**config.mk**
```make
export PLATFORM = sky130hd
export DESIGN_NAME = page_stage_header_parser
export DESIGN_NICKNAME = d
export VERILOG_FILES = /design/src/hdl/psh_pkg.sv /design/src/hdl/psh_step.sv /design/src/hdl/psh_fifo.sv /design/src/hdl/page_stage_header_parser.sv
export VERILOG_INCLUDE_DIRS = /design/src /design/src/hdl
export SDC_FILE = /design/constraint.sdc
export NUM_CORES = 1
export LEC_CHECK = 0
export BUFFER_PORTS_ARGS = -buffer_cell sky130_fd_sc_hd__buf_2
export CAP_MARGIN = 20
export CORE_ASPECT_RATIO = 1.25
export CORE_UTILIZATION = 60
export DETAILED_ROUTE_END_ITERATION = 12
export MAX_ROUTING_LAYER = met4
export PLACE_DENSITY = 0.83
export SYNTH_ARGS = -nofsm -noshare
export SYNTH_HDL_FRONTEND = slang
export SYNTH_SLANG_ARGS = --single-unit
```
**constraint.sdc**
```tcl
create_clock -name clk_i -period 6.5 [get_ports clk_i]
set_clock_uncertainty 0.15 [all_clocks]
set_input_delay 1.3 -clock clk_i [delete_from_list [all_inputs] [get_ports clk_i]]
set_output_delay 1.3 -clock clk_i [all_outputs]
set_load 0.02 [all_outputs]
```
**src/hdl/page_stage_header_parser_defines.svh**
```systemverilog
// Assertion macros used by the page stage header parser top level.
`ifndef PAGE_STAGE_HEADER_PARSER_DEFINES_SVH
`define PAGE_STAGE_HEADER_PARSER_DEFINES_SVH

// Concurrent assertion on the rising clock edge, off while reset is held.
`define PSH_ASSERT(lbl, prop, msg) \
  lbl: assert property (@(posedge clk_i) disable iff (!rst_ni) prop) else $error(msg);

// Concurrent assertion on the rising clock edge that also holds during reset.
`define PSH_ASSERT_ALWAYS(lbl, prop, msg) \
  lbl: assert property (@(posedge clk_i) prop) else $error(msg);

`endif

```
**src/hdl/psh_pkg.sv**
```systemverilog
// Types and constants shared by the page stage header parser modules.
package psh_pkg;

  localparam int unsigned PSH_FIFO_DEPTH = 4;

  localparam int unsigned BYTE_W  = 8;
  localparam int unsigned VALUE_W = 63;
  localparam int unsigned STAGE_W = 8;
  localparam int unsigned WORD_W  = 64;
  localparam int unsigned META_W  = 32;
  localparam int unsigned FBC_W   = 4;

  localparam logic [FBC_W-1:0] HDR_FIELD_LEN   = 4'd8;
  localparam logic [FBC_W-1:0] STAGE_FIELD_LEN = 4'd4;

  typedef enum logic [3:0] {
    PH_HDR,
    PH_REP,
    PH_DEF,
    PH_VAL,
    PH_COUNT,
    PH_ENC,
    PH_MLEN,
    PH_META,
    PH_TAIL
  } psh_phase_e;

  typedef enum logic [3:0] {
    K_REP_LEN     = 4'd0,
    K_DEF_LEN     = 4'd1,
    K_VAL_LEN     = 4'd2,
    K_STAGE_COUNT = 4'd3,
    K_ENCODING    = 4'd4,
    K_META_LEN    = 4'd5,
    K_META_BYTE   = 4'd6,
    K_OK          = 4'd7,
    K_ERROR       = 4'd8
  } psh_kind_e;

  typedef enum logic [3:0] {
    E_SHORT       = 4'd0,
    E_MAGIC       = 4'd1,
    E_VERSION     = 4'd2,
    E_TRUNC_I64   = 4'd3,
    E_NEGATIVE    = 4'd4,
    E_NO_COUNT    = 4'd5,
    E_TRUNC_STAGE = 4'd6,
    E_META_OOB    = 4'd7,
    E_EXTRA       = 4'd8
  } psh_err_e;

  typedef enum logic [0:0] {
    REG_MAGIC   = 1'b0,
    REG_VERSION = 1'b1
  } psh_reg_e;

  typedef struct packed {
    psh_kind_e            kind;
    logic [VALUE_W-1:0]   value;
    logic [STAGE_W-1:0]   stage;
    psh_err_e             err;
    logic                 last;
  } psh_result_t;

endpackage

```
**src/hdl/psh_step.sv**
```systemverilog
// Per-item header parsing: frame state registers and the decode of one item.
module psh_step (
  input  logic                  clk_i,
  input  logic                  rst_ni,
  input  logic                  accept_i,
  input  logic [7:0]            byte_value_i,
  input  logic                  frame_end_i,
  input  logic [31:0]           exp_magic_i,
  input  logic [7:0]            exp_version_i,
  output logic [1:0]            res_cnt_o,
  output psh_pkg::psh_result_t  res0_o,
  output psh_pkg::psh_result_t  res1_o
);
  import psh_pkg::*;

  psh_phase_e           phase_q, phase_d;
  logic [FBC_W-1:0]     fbc_q, fbc_d;
  logic [WORD_W-1:0]    aw_q, aw_d;
  logic [STAGE_W-1:0]   sr_q, sr_d;
  logic [STAGE_W-1:0]   cs_q, cs_d;
  logic [META_W-1:0]    mr_q, mr_d;
  logic [2:0]           pend_q, pend_d;
  logic                 disc_q, disc_d;

  logic [WORD_W-1:0]    aw_acc;
  logic [FBC_W-1:0]     fbc_inc;
  logic                 hdr_done;
  logic                 word_done;
  logic                 magic_ok;
  logic                 ver_ok;
  logic [2:0]           len_bit;
  psh_kind_e            len_kind;
  logic [2:0]           pend_new;
  logic [META_W-1:0]    mlen;
  logic                 mlen_zero;
  logic [META_W-1:0]    mr_dec;
  logic                 meta_last;
  logic [STAGE_W-1:0]   sr_dec;
  logic [STAGE_W-1:0]   bnd_sr;
  logic                 fe;

  logic                 field_v;
  psh_result_t          field;
  logic                 fin_v;
  logic                 fin_ok;
  psh_err_e             fin_code;
  logic                 restart;
  logic                 discard_set;
  psh_result_t          fin;

  assign fe        = frame_end_i;
  assign aw_acc    = aw_q | (WORD_W'(byte_value_i) << {fbc_q[2:0], 3'b000});
  assign fbc_inc   = fbc_q + FBC_W'(1);
  assign hdr_done  = (fbc_inc >= HDR_FIELD_LEN);
  assign word_done = (fbc_inc >= STAGE_FIELD_LEN);
  assign magic_ok  = (aw_acc[31:0] == exp_magic_i);
  assign ver_ok    = (aw_acc[39:32] == exp_version_i);
  assign mlen      = aw_acc[META_W-1:0];
  assign mlen_zero = (mlen == '0);
  assign mr_dec    = mr_q - META_W'(1);
  assign meta_last = (mr_dec == '0);
  assign sr_dec    = sr_q - STAGE_W'(1);
  assign bnd_sr    = (phase_q == PH_COUNT) ? byte_value_i : sr_dec;
  assign pend_new  = pend_q | (aw_acc[WORD_W-1] ? len_bit : 3'b000);

  always_comb begin
    case (phase_q)
      PH_REP: begin
        len_bit  = 3'b001;
        len_kind = K_REP_LEN;
      end
      PH_DEF: begin
        len_bit  = 3'b010;
        len_kind = K_DEF_LEN;
      end
      default: begin
        len_bit  = 3'b100;
        len_kind = K_VAL_LEN;
      end
    endcase
  end

  // Decode of the item against the current phase: which results it causes
  // and whether the frame restarts or falls into discard.
  always_comb begin
    field_v     = 1'b0;
    field       = '0;
    fin_v       = 1'b0;
    fin_ok      = 1'b0;
    fin_code    = E_SHORT;
    restart     = 1'b0;
    discard_set = 1'b0;
    if (disc_q) begin
      restart = fe;
    end else begin
      unique case (phase_q) inside
        PH_HDR: begin
          if (!hdr_done) begin
            if (fe) begin
              fin_v    = 1'b1;
              fin_code = E_SHORT;
            end
          end else if (!magic_ok) begin
            fin_v    = 1'b1;
            fin_code = E_MAGIC;
          end else if (!ver_ok) begin
            fin_v    = 1'b1;
            fin_code = E_VERSION;
          end else if (fe) begin
            fin_v    = 1'b1;
            fin_code = E_TRUNC_I64;
          end
        end
        PH_REP, PH_DEF, PH_VAL: begin
          if (!hdr_done) begin
            if (fe) begin
              fin_v    = 1'b1;
              fin_code = E_TRUNC_I64;
            end
          end else begin
            field_v     = 1'b1;
            field.kind  = len_kind;
            field.value = aw_acc[VALUE_W-1:0];
            if (phase_q != PH_VAL) begin
              if (fe) begin
                fin_v    = 1'b1;
                fin_code = E_TRUNC_I64;
              end
            end else if (pend_new != 3'b000) begin
              fin_v    = 1'b1;
              fin_code = E_NEGATIVE;
            end else if (fe) begin
              fin_v    = 1'b1;
              fin_code = E_NO_COUNT;
            end
          end
        end
        PH_COUNT: begin
          field_v     = 1'b1;
          field.kind  = K_STAGE_COUNT;
          field.value = VALUE_W'(byte_value_i);
          if (bnd_sr == '0) begin
            if (fe) begin
              fin_v  = 1'b1;
              fin_ok = 1'b1;
            end
          end else if (fe) begin
            fin_v    = 1'b1;
            fin_code = E_TRUNC_STAGE;
          end
        end
        PH_ENC: begin
          if (!word_done) begin
            if (fe) begin
              fin_v    = 1'b1;
              fin_code = E_TRUNC_STAGE;
            end
          end else begin
            field_v     = 1'b1;
            field.kind  = K_ENCODING;
            field.value = VALUE_W'(aw_acc[31:0]);
            field.stage = cs_q;
            if (fe) begin
              fin_v    = 1'b1;
              fin_code = E_TRUNC_STAGE;
            end
          end
        end
        PH_MLEN: begin
          if (!word_done) begin
            if (fe) begin
              fin_v    = 1'b1;
              fin_code = E_TRUNC_STAGE;
            end
          end else begin
            field_v     = 1'b1;
            field.kind  = K_META_LEN;
            field.value = VALUE_W'(mlen);
            field.stage = cs_q;
            if (mlen_zero) begin
              if (bnd_sr == '0) begin
                if (fe) begin
                  fin_v  = 1'b1;
                  fin_ok = 1'b1;
                end
              end else if (fe) begin
                fin_v    = 1'b1;
                fin_code = E_TRUNC_STAGE;
              end
            end else if (fe) begin
              fin_v    = 1'b1;
              fin_code = E_META_OOB;
            end
          end
        end
        PH_META: begin
          field_v     = 1'b1;
          field.kind  = K_META_BYTE;
          field.value = VALUE_W'(byte_value_i);
          field.stage = cs_q;
          if (meta_last) begin
            if (bnd_sr == '0) begin
              if (fe) begin
                fin_v  = 1'b1;
                fin_ok = 1'b1;
              end
            end else if (fe) begin
              fin_v    = 1'b1;
              fin_code = E_TRUNC_STAGE;
            end
          end else if (fe) begin
            fin_v    = 1'b1;
            fin_code = E_META_OOB;
          end
        end
        PH_TAIL: begin
          fin_v    = 1'b1;
          fin_code = E_EXTRA;
        end
        default: begin
          restart = 1'b1;
        end
      endcase
      if (fin_v) begin
        if (fin_ok) begin
          restart = 1'b1;
        end else begin
          restart     = fe;
          discard_set = !fe;
        end
      end
    end
  end

  // Next state of the frame registers.
  always_comb begin
    phase_d = phase_q;
    fbc_d   = fbc_q;
    aw_d    = aw_q;
    sr_d    = sr_q;
    cs_d    = cs_q;
    mr_d    = mr_q;
    pend_d  = pend_q;
    disc_d  = disc_q;
    if (accept_i) begin
      if (!disc_q) begin
        unique case (phase_q) inside
          PH_HDR: begin
            aw_d  = aw_acc;
            fbc_d = fbc_inc;
            if (hdr_done && magic_ok && ver_ok) begin
              phase_d = PH_REP;
              fbc_d   = '0;
              aw_d    = '0;
            end
          end
          PH_REP, PH_DEF, PH_VAL: begin
            aw_d  = aw_acc;
            fbc_d = fbc_inc;
            if (hdr_done) begin
              pend_d = pend_new;
              fbc_d  = '0;
              aw_d   = '0;
              if (phase_q == PH_REP) begin
                phase_d = PH_DEF;
              end else if (phase_q == PH_DEF) begin
                phase_d = PH_VAL;
              end else begin
                phase_d = PH_COUNT;
              end
            end
          end
          PH_COUNT: begin
            sr_d    = byte_value_i;
            cs_d    = '0;
            fbc_d   = '0;
            aw_d    = '0;
            phase_d = (byte_value_i == '0) ? PH_TAIL : PH_ENC;
          end
          PH_ENC: begin
            aw_d  = aw_acc;
            fbc_d = fbc_inc;
            if (word_done) begin
              phase_d = PH_MLEN;
              fbc_d   = '0;
              aw_d    = '0;
            end
          end
          PH_MLEN: begin
            aw_d  = aw_acc;
            fbc_d = fbc_inc;
            if (word_done) begin
              fbc_d = '0;
              aw_d  = '0;
              if (mlen_zero) begin
                sr_d    = sr_dec;
                cs_d    = cs_q + STAGE_W'(1);
                phase_d = (sr_dec == '0) ? PH_TAIL : PH_ENC;
              end else begin
                mr_d    = mlen;
                phase_d = PH_META;
              end
            end
          end
          PH_META: begin
            mr_d = mr_dec;
            if (meta_last) begin
              sr_d    = sr_dec;
              cs_d    = cs_q + STAGE_W'(1);
              fbc_d   = '0;
              aw_d    = '0;
              phase_d = (sr_dec == '0) ? PH_TAIL : PH_ENC;
            end
          end
          PH_TAIL: begin
            phase_d = PH_TAIL;
          end
          default: begin
            phase_d = PH_HDR;
          end
        endcase
      end
      if (discard_set) begin
        disc_d = 1'b1;
      end
      if (restart) begin
        phase_d = PH_HDR;
        fbc_d   = '0;
        aw_d    = '0;
        sr_d    = '0;
        cs_d    = '0;
        mr_d    = '0;
        pend_d  = '0;
        disc_d  = 1'b0;
      end
    end
  end

  // Result slots for the item: a field result first, the frame outcome last.
  always_comb begin
    fin       = '0;
    fin.kind  = fin_ok ? K_OK : K_ERROR;
    fin.err   = fin_ok ? E_SHORT : fin_code;
    fin.last  = 1'b1;
    res1_o    = fin;
    res0_o    = field_v ? field : fin;
    res0_o.last = !(field_v && fin_v);
    if (accept_i) begin
      res_cnt_o = 2'(field_v) + 2'(fin_v);
    end else begin
      res_cnt_o = 2'd0;
    end
  end

  always_ff @(posedge clk_i or negedge rst_ni) begin
    if (!rst_ni) begin
      phase_q <= PH_HDR;
      fbc_q   <= '0;
      aw_q    <= '0;
      sr_q    <= '0;
      cs_q    <= '0;
      mr_q    <= '0;
      pend_q  <= '0;
      disc_q  <= 1'b0;
    end else begin
      phase_q <= phase_d;
      fbc_q   <= fbc_d;
      aw_q    <= aw_d;
      sr_q    <= sr_d;
      cs_q    <= cs_d;
      mr_q    <= mr_d;
      pend_q  <= pend_d;
      disc_q  <= disc_d;
    end
  end

endmodule

```
**src/hdl/psh_fifo.sv**
```systemverilog
// Result queue that takes up to two results per cycle and hands out one.
module psh_fifo #(
  parameter int unsigned Depth = psh_pkg::PSH_FIFO_DEPTH
) (
  input  logic                         clk_i,
  input  logic                         rst_ni,
  input  logic [1:0]                   push_cnt_i,
  input  psh_pkg::psh_result_t         push0_i,
  input  psh_pkg::psh_result_t         push1_i,
  input  logic                         pop_i,
  output psh_pkg::psh_result_t         head_o,
  output logic [$clog2(Depth+1)-1:0]   level_o
);
  import psh_pkg::*;

  localparam int unsigned PtrW = (Depth > 1) ? $clog2(Depth) : 1;
  localparam int unsigned CntW = $clog2(Depth + 1);

  psh_result_t         mem_q [Depth];
  logic [PtrW-1:0]     wp_q, wp_d;
  logic [PtrW-1:0]     rp_q, rp_d;
  logic [CntW-1:0]     level_q, level_d;
  logic [PtrW-1:0]     wp1;
  logic [PtrW-1:0]     wp2;

  function automatic logic [PtrW-1:0] ptr_inc(input logic [PtrW-1:0] p);
    return (p == PtrW'(Depth - 1)) ? '0 : p + PtrW'(1);
  endfunction

  assign wp1 = ptr_inc(wp_q);
  assign wp2 = ptr_inc(wp1);

  always_comb begin
    case (push_cnt_i)
      2'd1:    wp_d = wp1;
      2'd2:    wp_d = wp2;
      default: wp_d = wp_q;
    endcase
    rp_d    = pop_i ? ptr_inc(rp_q) : rp_q;
    level_d = level_q + CntW'(push_cnt_i) - CntW'(pop_i);
  end

  assign head_o  = mem_q[rp_q];
  assign level_o = level_q;

  always_ff @(posedge clk_i) begin
    if (push_cnt_i != 2'd0) begin
      mem_q[wp_q] <= push0_i;
    end
    if (push_cnt_i == 2'd2) begin
      mem_q[wp1] <= push1_i;
    end
  end

  always_ff @(posedge clk_i or negedge rst_ni) begin
    if (!rst_ni) begin
      wp_q    <= '0;
      rp_q    <= '0;
      level_q <= '0;
    end else begin
      wp_q    <= wp_d;
      rp_q    <= rp_d;
      level_q <= level_d;
    end
  end

endmodule

```
**src/hdl/page_stage_header_parser.sv**
```systemverilog
// Top level of the streaming page stage header parser.
//
//   channel   direction  handshake                  payload
//   input     in         in_valid_i / in_stall_o    byte_value_i, frame_end_i
//   result    out        out_valid_o / out_stall_i  kind_o, value_o, stage_number_o,
//                                                   error_code_o, last_of_run_o
//   config    in         APB psel/penable/pready    paddr, pwdata, prdata
//
// An item is decoded in the cycle it is accepted, and its results enter the result
// queue at that clock edge, so a result leaves from the registered queue head.
// One item per cycle is taken while results drain at the same pace; an item that
// closes a field and the frame in one go yields two results, which both leave
// through the single queue read port. The input stalls while the queue has fewer
// than two free entries. Reset returns the parser to the start of a frame, clears
// both registers to zero and empties the queue.
`include "page_stage_header_parser_defines.svh"

module page_stage_header_parser #(
  parameter int unsigned FifoDepth = psh_pkg::PSH_FIFO_DEPTH
) (
  input  logic         clk_i,
  input  logic         rst_ni,
  input  logic         in_valid_i,
  output logic         in_stall_o,
  input  logic [7:0]   byte_value_i,
  input  logic         frame_end_i,
  output logic         out_valid_o,
  input  logic         out_stall_i,
  output logic [3:0]   kind_o,
  output logic [62:0]  value_o,
  output logic [7:0]   stage_number_o,
  output logic [3:0]   error_code_o,
  output logic         last_of_run_o,
  input  logic         psel,
  input  logic         penable,
  input  logic         pwrite,
  input  logic [2:0]   paddr,
  input  logic [31:0]  pwdata,
  output logic [31:0]  prdata,
  output logic         pready
);
  import psh_pkg::*;

  localparam int unsigned CntW = $clog2(FifoDepth + 1);

  logic [31:0]       magic_q;
  logic [7:0]        version_q;
  logic              cfg_wr;
  psh_reg_e          reg_sel;
  logic              in_acc;
  logic              out_pop;
  logic [1:0]        res_cnt;
  psh_result_t       res0;
  psh_result_t       res1;
  psh_result_t       head;
  logic [CntW-1:0]   level;

  assign pready  = 1'b1;
  assign cfg_wr  = psel && penable && pwrite && pready;
  assign reg_sel = psh_reg_e'(paddr[2]);

  always_comb begin
    unique case (reg_sel)
      REG_MAGIC:   prdata = magic_q;
      REG_VERSION: prdata = {24'd0, version_q};
      default:     prdata = '0;
    endcase
  end

  always_ff @(posedge clk_i or negedge rst_ni) begin
    if (!rst_ni) begin
      magic_q   <= '0;
      version_q <= '0;
    end else if (cfg_wr) begin
      if (reg_sel == REG_MAGIC) begin
        magic_q <= pwdata;
      end else begin
        version_q <= pwdata[7:0];
      end
    end
  end

  assign in_stall_o = (level > CntW'(FifoDepth - 2));
  assign in_acc     = in_valid_i && !in_stall_o;

  psh_step u_step (
    .clk_i         (clk_i),
    .rst_ni        (rst_ni),
    .accept_i      (in_acc),
    .byte_value_i  (byte_value_i),
    .frame_end_i   (frame_end_i),
    .exp_magic_i   (magic_q),
    .exp_version_i (version_q),
    .res_cnt_o     (res_cnt),
    .res0_o        (res0),
    .res1_o        (res1)
  );

  psh_fifo #(
    .Depth (FifoDepth)
  ) u_fifo (
    .clk_i      (clk_i),
    .rst_ni     (rst_ni),
    .push_cnt_i (res_cnt),
    .push0_i    (res0),
    .push1_i    (res1),
    .pop_i      (out_pop),
    .head_o     (head),
    .level_o    (level)
  );

  assign out_valid_o    = (level != '0);
  assign out_pop        = out_valid_o && !out_stall_i;
  assign kind_o         = head.kind;
  assign value_o        = head.value;
  assign stage_number_o = head.stage;
  assign error_code_o   = head.err;
  assign last_of_run_o  = head.last;

  `PSH_ASSERT(a_level_bound, level <= CntW'(FifoDepth), "result queue overflow")
  `PSH_ASSERT(a_result_appears, in_acc && res_cnt != 2'd0 |=> out_valid_o, "result lost")
  `PSH_ASSERT(a_error_clean, out_valid_o && kind_o == K_ERROR |-> value_o == '0 && stage_number_o == '0, "error result carries payload")
  `PSH_ASSERT(a_code_only_on_error, out_valid_o && kind_o != K_ERROR |-> error_code_o == E_SHORT, "error code on a non-error result")

endmodule
```
Word level (Yosys, flattened, before mapping)
Memories as Yosys holds them, arrays and structs flattened.
Cells that the tools add are included.
Storage, ports and cells
  flip-flop bits (word level): 171
  bits in writable memories: 320
  output and inout port bits: 115
  memories kept: 1
Cells by class
  add/subtract/negate cells: 10
  $lt $le $gt $ge: 3
  equality and inequality tests: 24
  shifts and indexed selects: 1
  multiplexer cells: 117
  bitwise gates (word level): 3
  reduce and logical (&&, ||, !) cells: 40
Memory list
  u_fifo.mem_q: depth 4, width 80, rd ports 1, clocked after Yosys merged registers in 0, wr ports 2, RTL line psh_fifo.sv:19  | psh_result_t mem_q [Depth];
Operator list (number)
  64-bit 2-to-1 mux: 6
  66-bit one-hot mux with 5 select lines: 1
  64-bit one-hot mux with 5 select lines: 1
  74-bit 2-to-1 mux: 2
  32-bit 2-to-1 mux: 4
  32-bit one-hot mux with 2 select lines: 2
  4-bit 2-to-1 mux: 30
  8-bit 2-to-1 mux: 11
  80-bit 2-to-1 mux: 1
  75-bit 2-to-1 mux: 1
  8-bit one-hot mux with 3 select lines: 3
  65-bit 2-to-1 mux: 1
  32-bit logical NOT: 2
  64-bit OR: 1
  8-bit by 6-bit << shifter with 64-bit output: 1
  4-bit one-hot mux with 7 select lines: 2
  32-bit == test: 1
  32-bit by 1-bit subtractor with 32-bit output, second input constant: 1
  1-bit 2-to-1 mux: 31
  3-bit 2-to-1 mux: 9
  8-bit logical NOT: 3
  4-bit one-hot mux with 5 select lines: 1
  4-bit by 3-bit == test with 1-bit output, second input constant: 4
  3-bit by 1-bit != test with 1-bit output, second input constant: 5
  43 further kinds: 74

Logic depth before layout (Yosys ltp)
  depth after elaboration: 16
  gate-level depth with buffers: 20
  mapped depth without buffers: 16

Modules after synthesis
Synthesis repeated with hierarchy kept, for this count alone.
Unflattened totals
  cell total of the unflattened synthesis: 2295
  area total of the unflattened synthesis: 28168.3 um2
Modules (own cells, without submodules)
  psh_fifo: instances 1, cells each 824, area each 16139.2 um2, seq. area each 9784.4 um2
  psh_step: instances 1, cells each 1343, area each 10092.2 um2, seq. area each 3103.0 um2
  page_stage_header_parser: instances 1, cells each 128, area each 1936.9 um2, seq. area each 1001.0 um2

Worst setup path before layout
Ideal clock, no wire load.
  path kind: input -> register
  start: input port byte_value_i[0]
  end: memory u_fifo.mem_q[0][2] (netlist bit), data pin
  setup time: 265 ps
  arrival time: 5284 ps
  required time: 6085 ps
  setup slack: 800 ps
  stages on the path: 18
  cells stage by stage: clkbuf_1 -> nor4b_1 -> or3b_2 -> nand4b_1 -> or4b_2 -> nor4_2 -> nand2_1 -> a31o_2 -> nor2b_1 -> ha_1 -> nand2_1 -> inv_1 -> ha_1 -> clkbuf_1 -> a21oi_1 -> inv_1 -> nand2_1 -> nor3b_1
RTL lines
  start, declared: RTL line page_stage_header_parser.sv:25  | input logic [7:0] byte_value_i,
  end, declared: RTL line psh_fifo.sv:19

==> results.toml <==
[clock_tree]
clk_pin_slew_worst_paths_ns = 0.06
cts_resized = 0
ctsHoldBuffers = 0
worstSkewPairLatency_ns = 0.62
clock_path_buffers = 3
htreeDepth = 2
cts_sinks = 491
root_buffer = "clkbuf_16"
cts_made_buffers = 48
cts_setup_buffers = 0
cts_tree = "yes"

[pwr]
power_switching_share_pct = 40.0
combPwrFrac_pct = 37.9
ir_worst_vdd_mv = 0.294
p_sw_w = 0.00454
share_seq_of_total_power_pct = 35.7
p_leak_nw = 10.7
power.density_nw_per_um2 = 430
p_int_w = 0.00681
p_clk_share_pct = 26.5

[global_routing]
grt_pass1_wl_um = 108000
antenna_found_initial = 0
grt_usage_pct = 36.1
grt_overflow_total = 0
grt_pass1_vias = 19700
grt_max_degree = 88

[min_path]
hp-class = "reg -> reg"

[yosys]
ys_top_cells_by_count = "dfxtp_1 (288), o21ai_0 (221), nor2_1 (205)"
synth_flop_cell = "dfxtp_1"
ys_ff_latch = 491
synth_top_cell_by_area = "dfxtp_1"
synth_most_common_cell = "dfxtp_1"
syn-cell-area_um2 = 23200
netlist_instances = 2311
async_flop_share_pct = 34.8
yosys-top-cells-area = "dfxtp_1 (25%), dfrtp_1 (18%), mux4_2 (7.8%)"
syn_nets = 2384
synth_edf_count = 32
netlist-cell-type-count = 90
synth_top_area_share_pct = 24.8
yosys_warnings = 0
avgSynthCellArea_um2 = 10.0
yosysSeqAreaShare_pct = 47.4

[timing]
rsz0062_at_grt = "false"
fin_hold_ws_ns = 0.298
slew_headroom_pct = 27.3
hold_viol_final = 0
drv_slew = 0
tightestPinTransition_ns = 1.08
period_share_pct = 90.3
fin_tns_setup_ns = 0
period_needed_ns = 5.87
finalSetupViolations = 0
fmax_mhz = 170

[floorplan]
die_w_um = 178
io_pins = 166
start_util_pct = 60.9
die_h_um = 222
dieArea_um2 = 39500
rows = 80
coreArea_um2 = 38100

[detailed_routing]
drt_iter0_markers = 2028
ant_nets = 0
wire_per_inst_um = 23.4
drt-total-wl_um = 69000
viasPerCell = 6.74
drt_first_pass_iters = 6
post-route-drc-count = 0
vias = 19900

[place]
dp_cells = 2858
io_buffers = 162
dpl.hpwl_um = 45400
place_congestion = 0.966

[worst_setup_path]
crit_path_top_delay_cell = "dfrtp_1"
critical_path_required_ns = 6.84
crit_family = "simple AND/OR/NAND/NOR gates"
crit_type = "reg -> reg"
max_stage_delay_ns = 1.02
path_max_fanout = 33
path_cells = "nor4b_1 > buf_4 > or3_1 > a22o_1 > or4b_2 > nor4_2 > nand2_1 > a31o_2 > nor2b_1 > ha_1 > nand2_1 > inv_1 > ha_1 > buf_12 > a21oi_4 > buf_4 > nand2_1 > o21ai_0"
arrival_ns = 6.20
crit_path_end_kind = "flip-flop"
crit_path_frequent_cell = "nand2_1"
worst_setup_path_start_kind = "flip-flop"
path_buf_inv = 4

[final_layout]
fillers = 2801
antenna_cells = 0
final_cells = 2949
multiInputGateArea_um2 = 11400
seq_area_um2 = 11000
drive_above_1_share_pct = 20.8
nets = 2490
synthToLayoutAreaGrowth_pct = 13.7

[run]
cap_viol_max_count = 0

[outcome]
status = "finished, final reports clean"
==> layer usage <==
| layer | share of wire [%] | GRT usage, % | vias to the layer above |
|---|---|---|---|
| met5 | 0 | - | - |
| met4 | 5.0 | 18.6 | 0 |
| met3 | 6.9 | 4.42 | 208 |
| met2 | 50 | 58.4 | 990 |
| met1 | 38 | 44.1 | 9884 |
| li1 | - | - | 8784 |
==> path summary, 6_finish.rpt <==
kind	from	endpoint	cells past startpoint	slack, ns
hold / removal	u_fifo.mem_q[1][42]	u_fifo.mem_q[1][42]	2	0.30
max in group asynchronous	rst_ni	magic_q[0]	3	4.70
setup / recovery	u_step.fbc_q[0]	u_fifo.mem_q[1][25]	18	0.63
setup reg to reg	u_step.fbc_q[0]	u_fifo.mem_q[1][25]	18	0.63
min in group asynchronous	rst_ni	u_step.mr_q[24]	1	0.45
hold reg to reg	u_fifo.mem_q[1][42]	u_fifo.mem_q[1][42]	2	0.30
==> state kept, by name (all words and copies together), names as in the netlist, 3 cells and up <==
name and flops:
u_step.sr_q 8, u_step.fbc_q 4, u_fifo.mem_q 320, u_fifo.level_o 3
u_step.pend_q 3, u_step.aw_q 64, u_step.cs_q 8, u_step.mr_q 32
u_step.phase_q 4, magic_q 32, version_q 8
==> power by group through the flow <==
stage               logic (W)  clock network [W]  registers, W
floorplan             0.00323                  0       0.00373
CTS                   0.00423            0.00302       0.00402
finish                0.00430            0.00301       0.00405
detailed placement    0.00420                  0       0.00408
global route          0.00460            0.00314       0.00410
global placement      0.00413                  0       0.00405
==> per-stage QoR <==
step           area, um^2  utilization [%]  total power [W]  setup slack (ns)
6_report            26400             69.2           0.0114             0.633
5_1_grt             26400             69.2           0.0118             0.509
4_1_cts             26400             69.1           0.0113             0.754
3_5_place_dp        24600             64.6          0.00828             0.328
3_3_place_gp        24600             64.6          0.00818             0.472
2_1_floorplan       23200                -          0.00696             0.800
==> layout make-up <==
cell class,count,share of cell area [%]
clock buffers,73,5.68
clock inverters,17,0.891
repair buffers,225,5.39
flip-flops and latches,491,41.7
multi-input cells,1586,43.1
inverters,65,0.929
well taps,492,2.33
==> logic make-up after synthesis <==
logic type	Yosys count	share of synthesized area [%]
multiplexers	132	10.3
AND/OR/NAND/NOR	704	15.7
XOR/XNOR	17	0.641
other	1	0.0162
buffers and inverters	234	4.06
AO/OA/AOI/OAI	710	20.7
flip-flops	491	47.4
adder cells (fa/ha/maj)	22	1.22
==> layout by cell type, fill, tap and decap left out, types with 11 or more instances in the layout <==
master     synthesis  routed
o22ai_2           30      30
nor2b_1           43      43
nand4bb_1         11      11
a31oi_1           39      39
ha_1              21      21
nor4b_1           18      18
dfrtp_1          171     169
buf_2             15     161
nand2_1          186     186
and3_1            22      21
nand4_1           21      21
mux2_2            50      50
nand2b_1          13      13
nand3_1           41      41
nor2_1           205     205
o21ai_0          221     221
xnor2_1           13      13
nor3_1            25      25
or3_1             19      19
inv_1             63      63
edfxtp_1          32      32
dfxtp_1          288     288
nor4_1            22      22
clkbuf_8           0      14
a21oi_1          155     147
a22o_1           191     191
buf_4              4      53
mux4_2            80      80
clkbuf_16          0      51
==> tightest hold or removal path, delay by kind of cell (launching register included) <==
kind,cells,cell delay [ns]
simple gates,1,0.04
flops,1,0.32
compound gates,1,0.05
No activity file was read; power rests on OpenSTA's default activity.
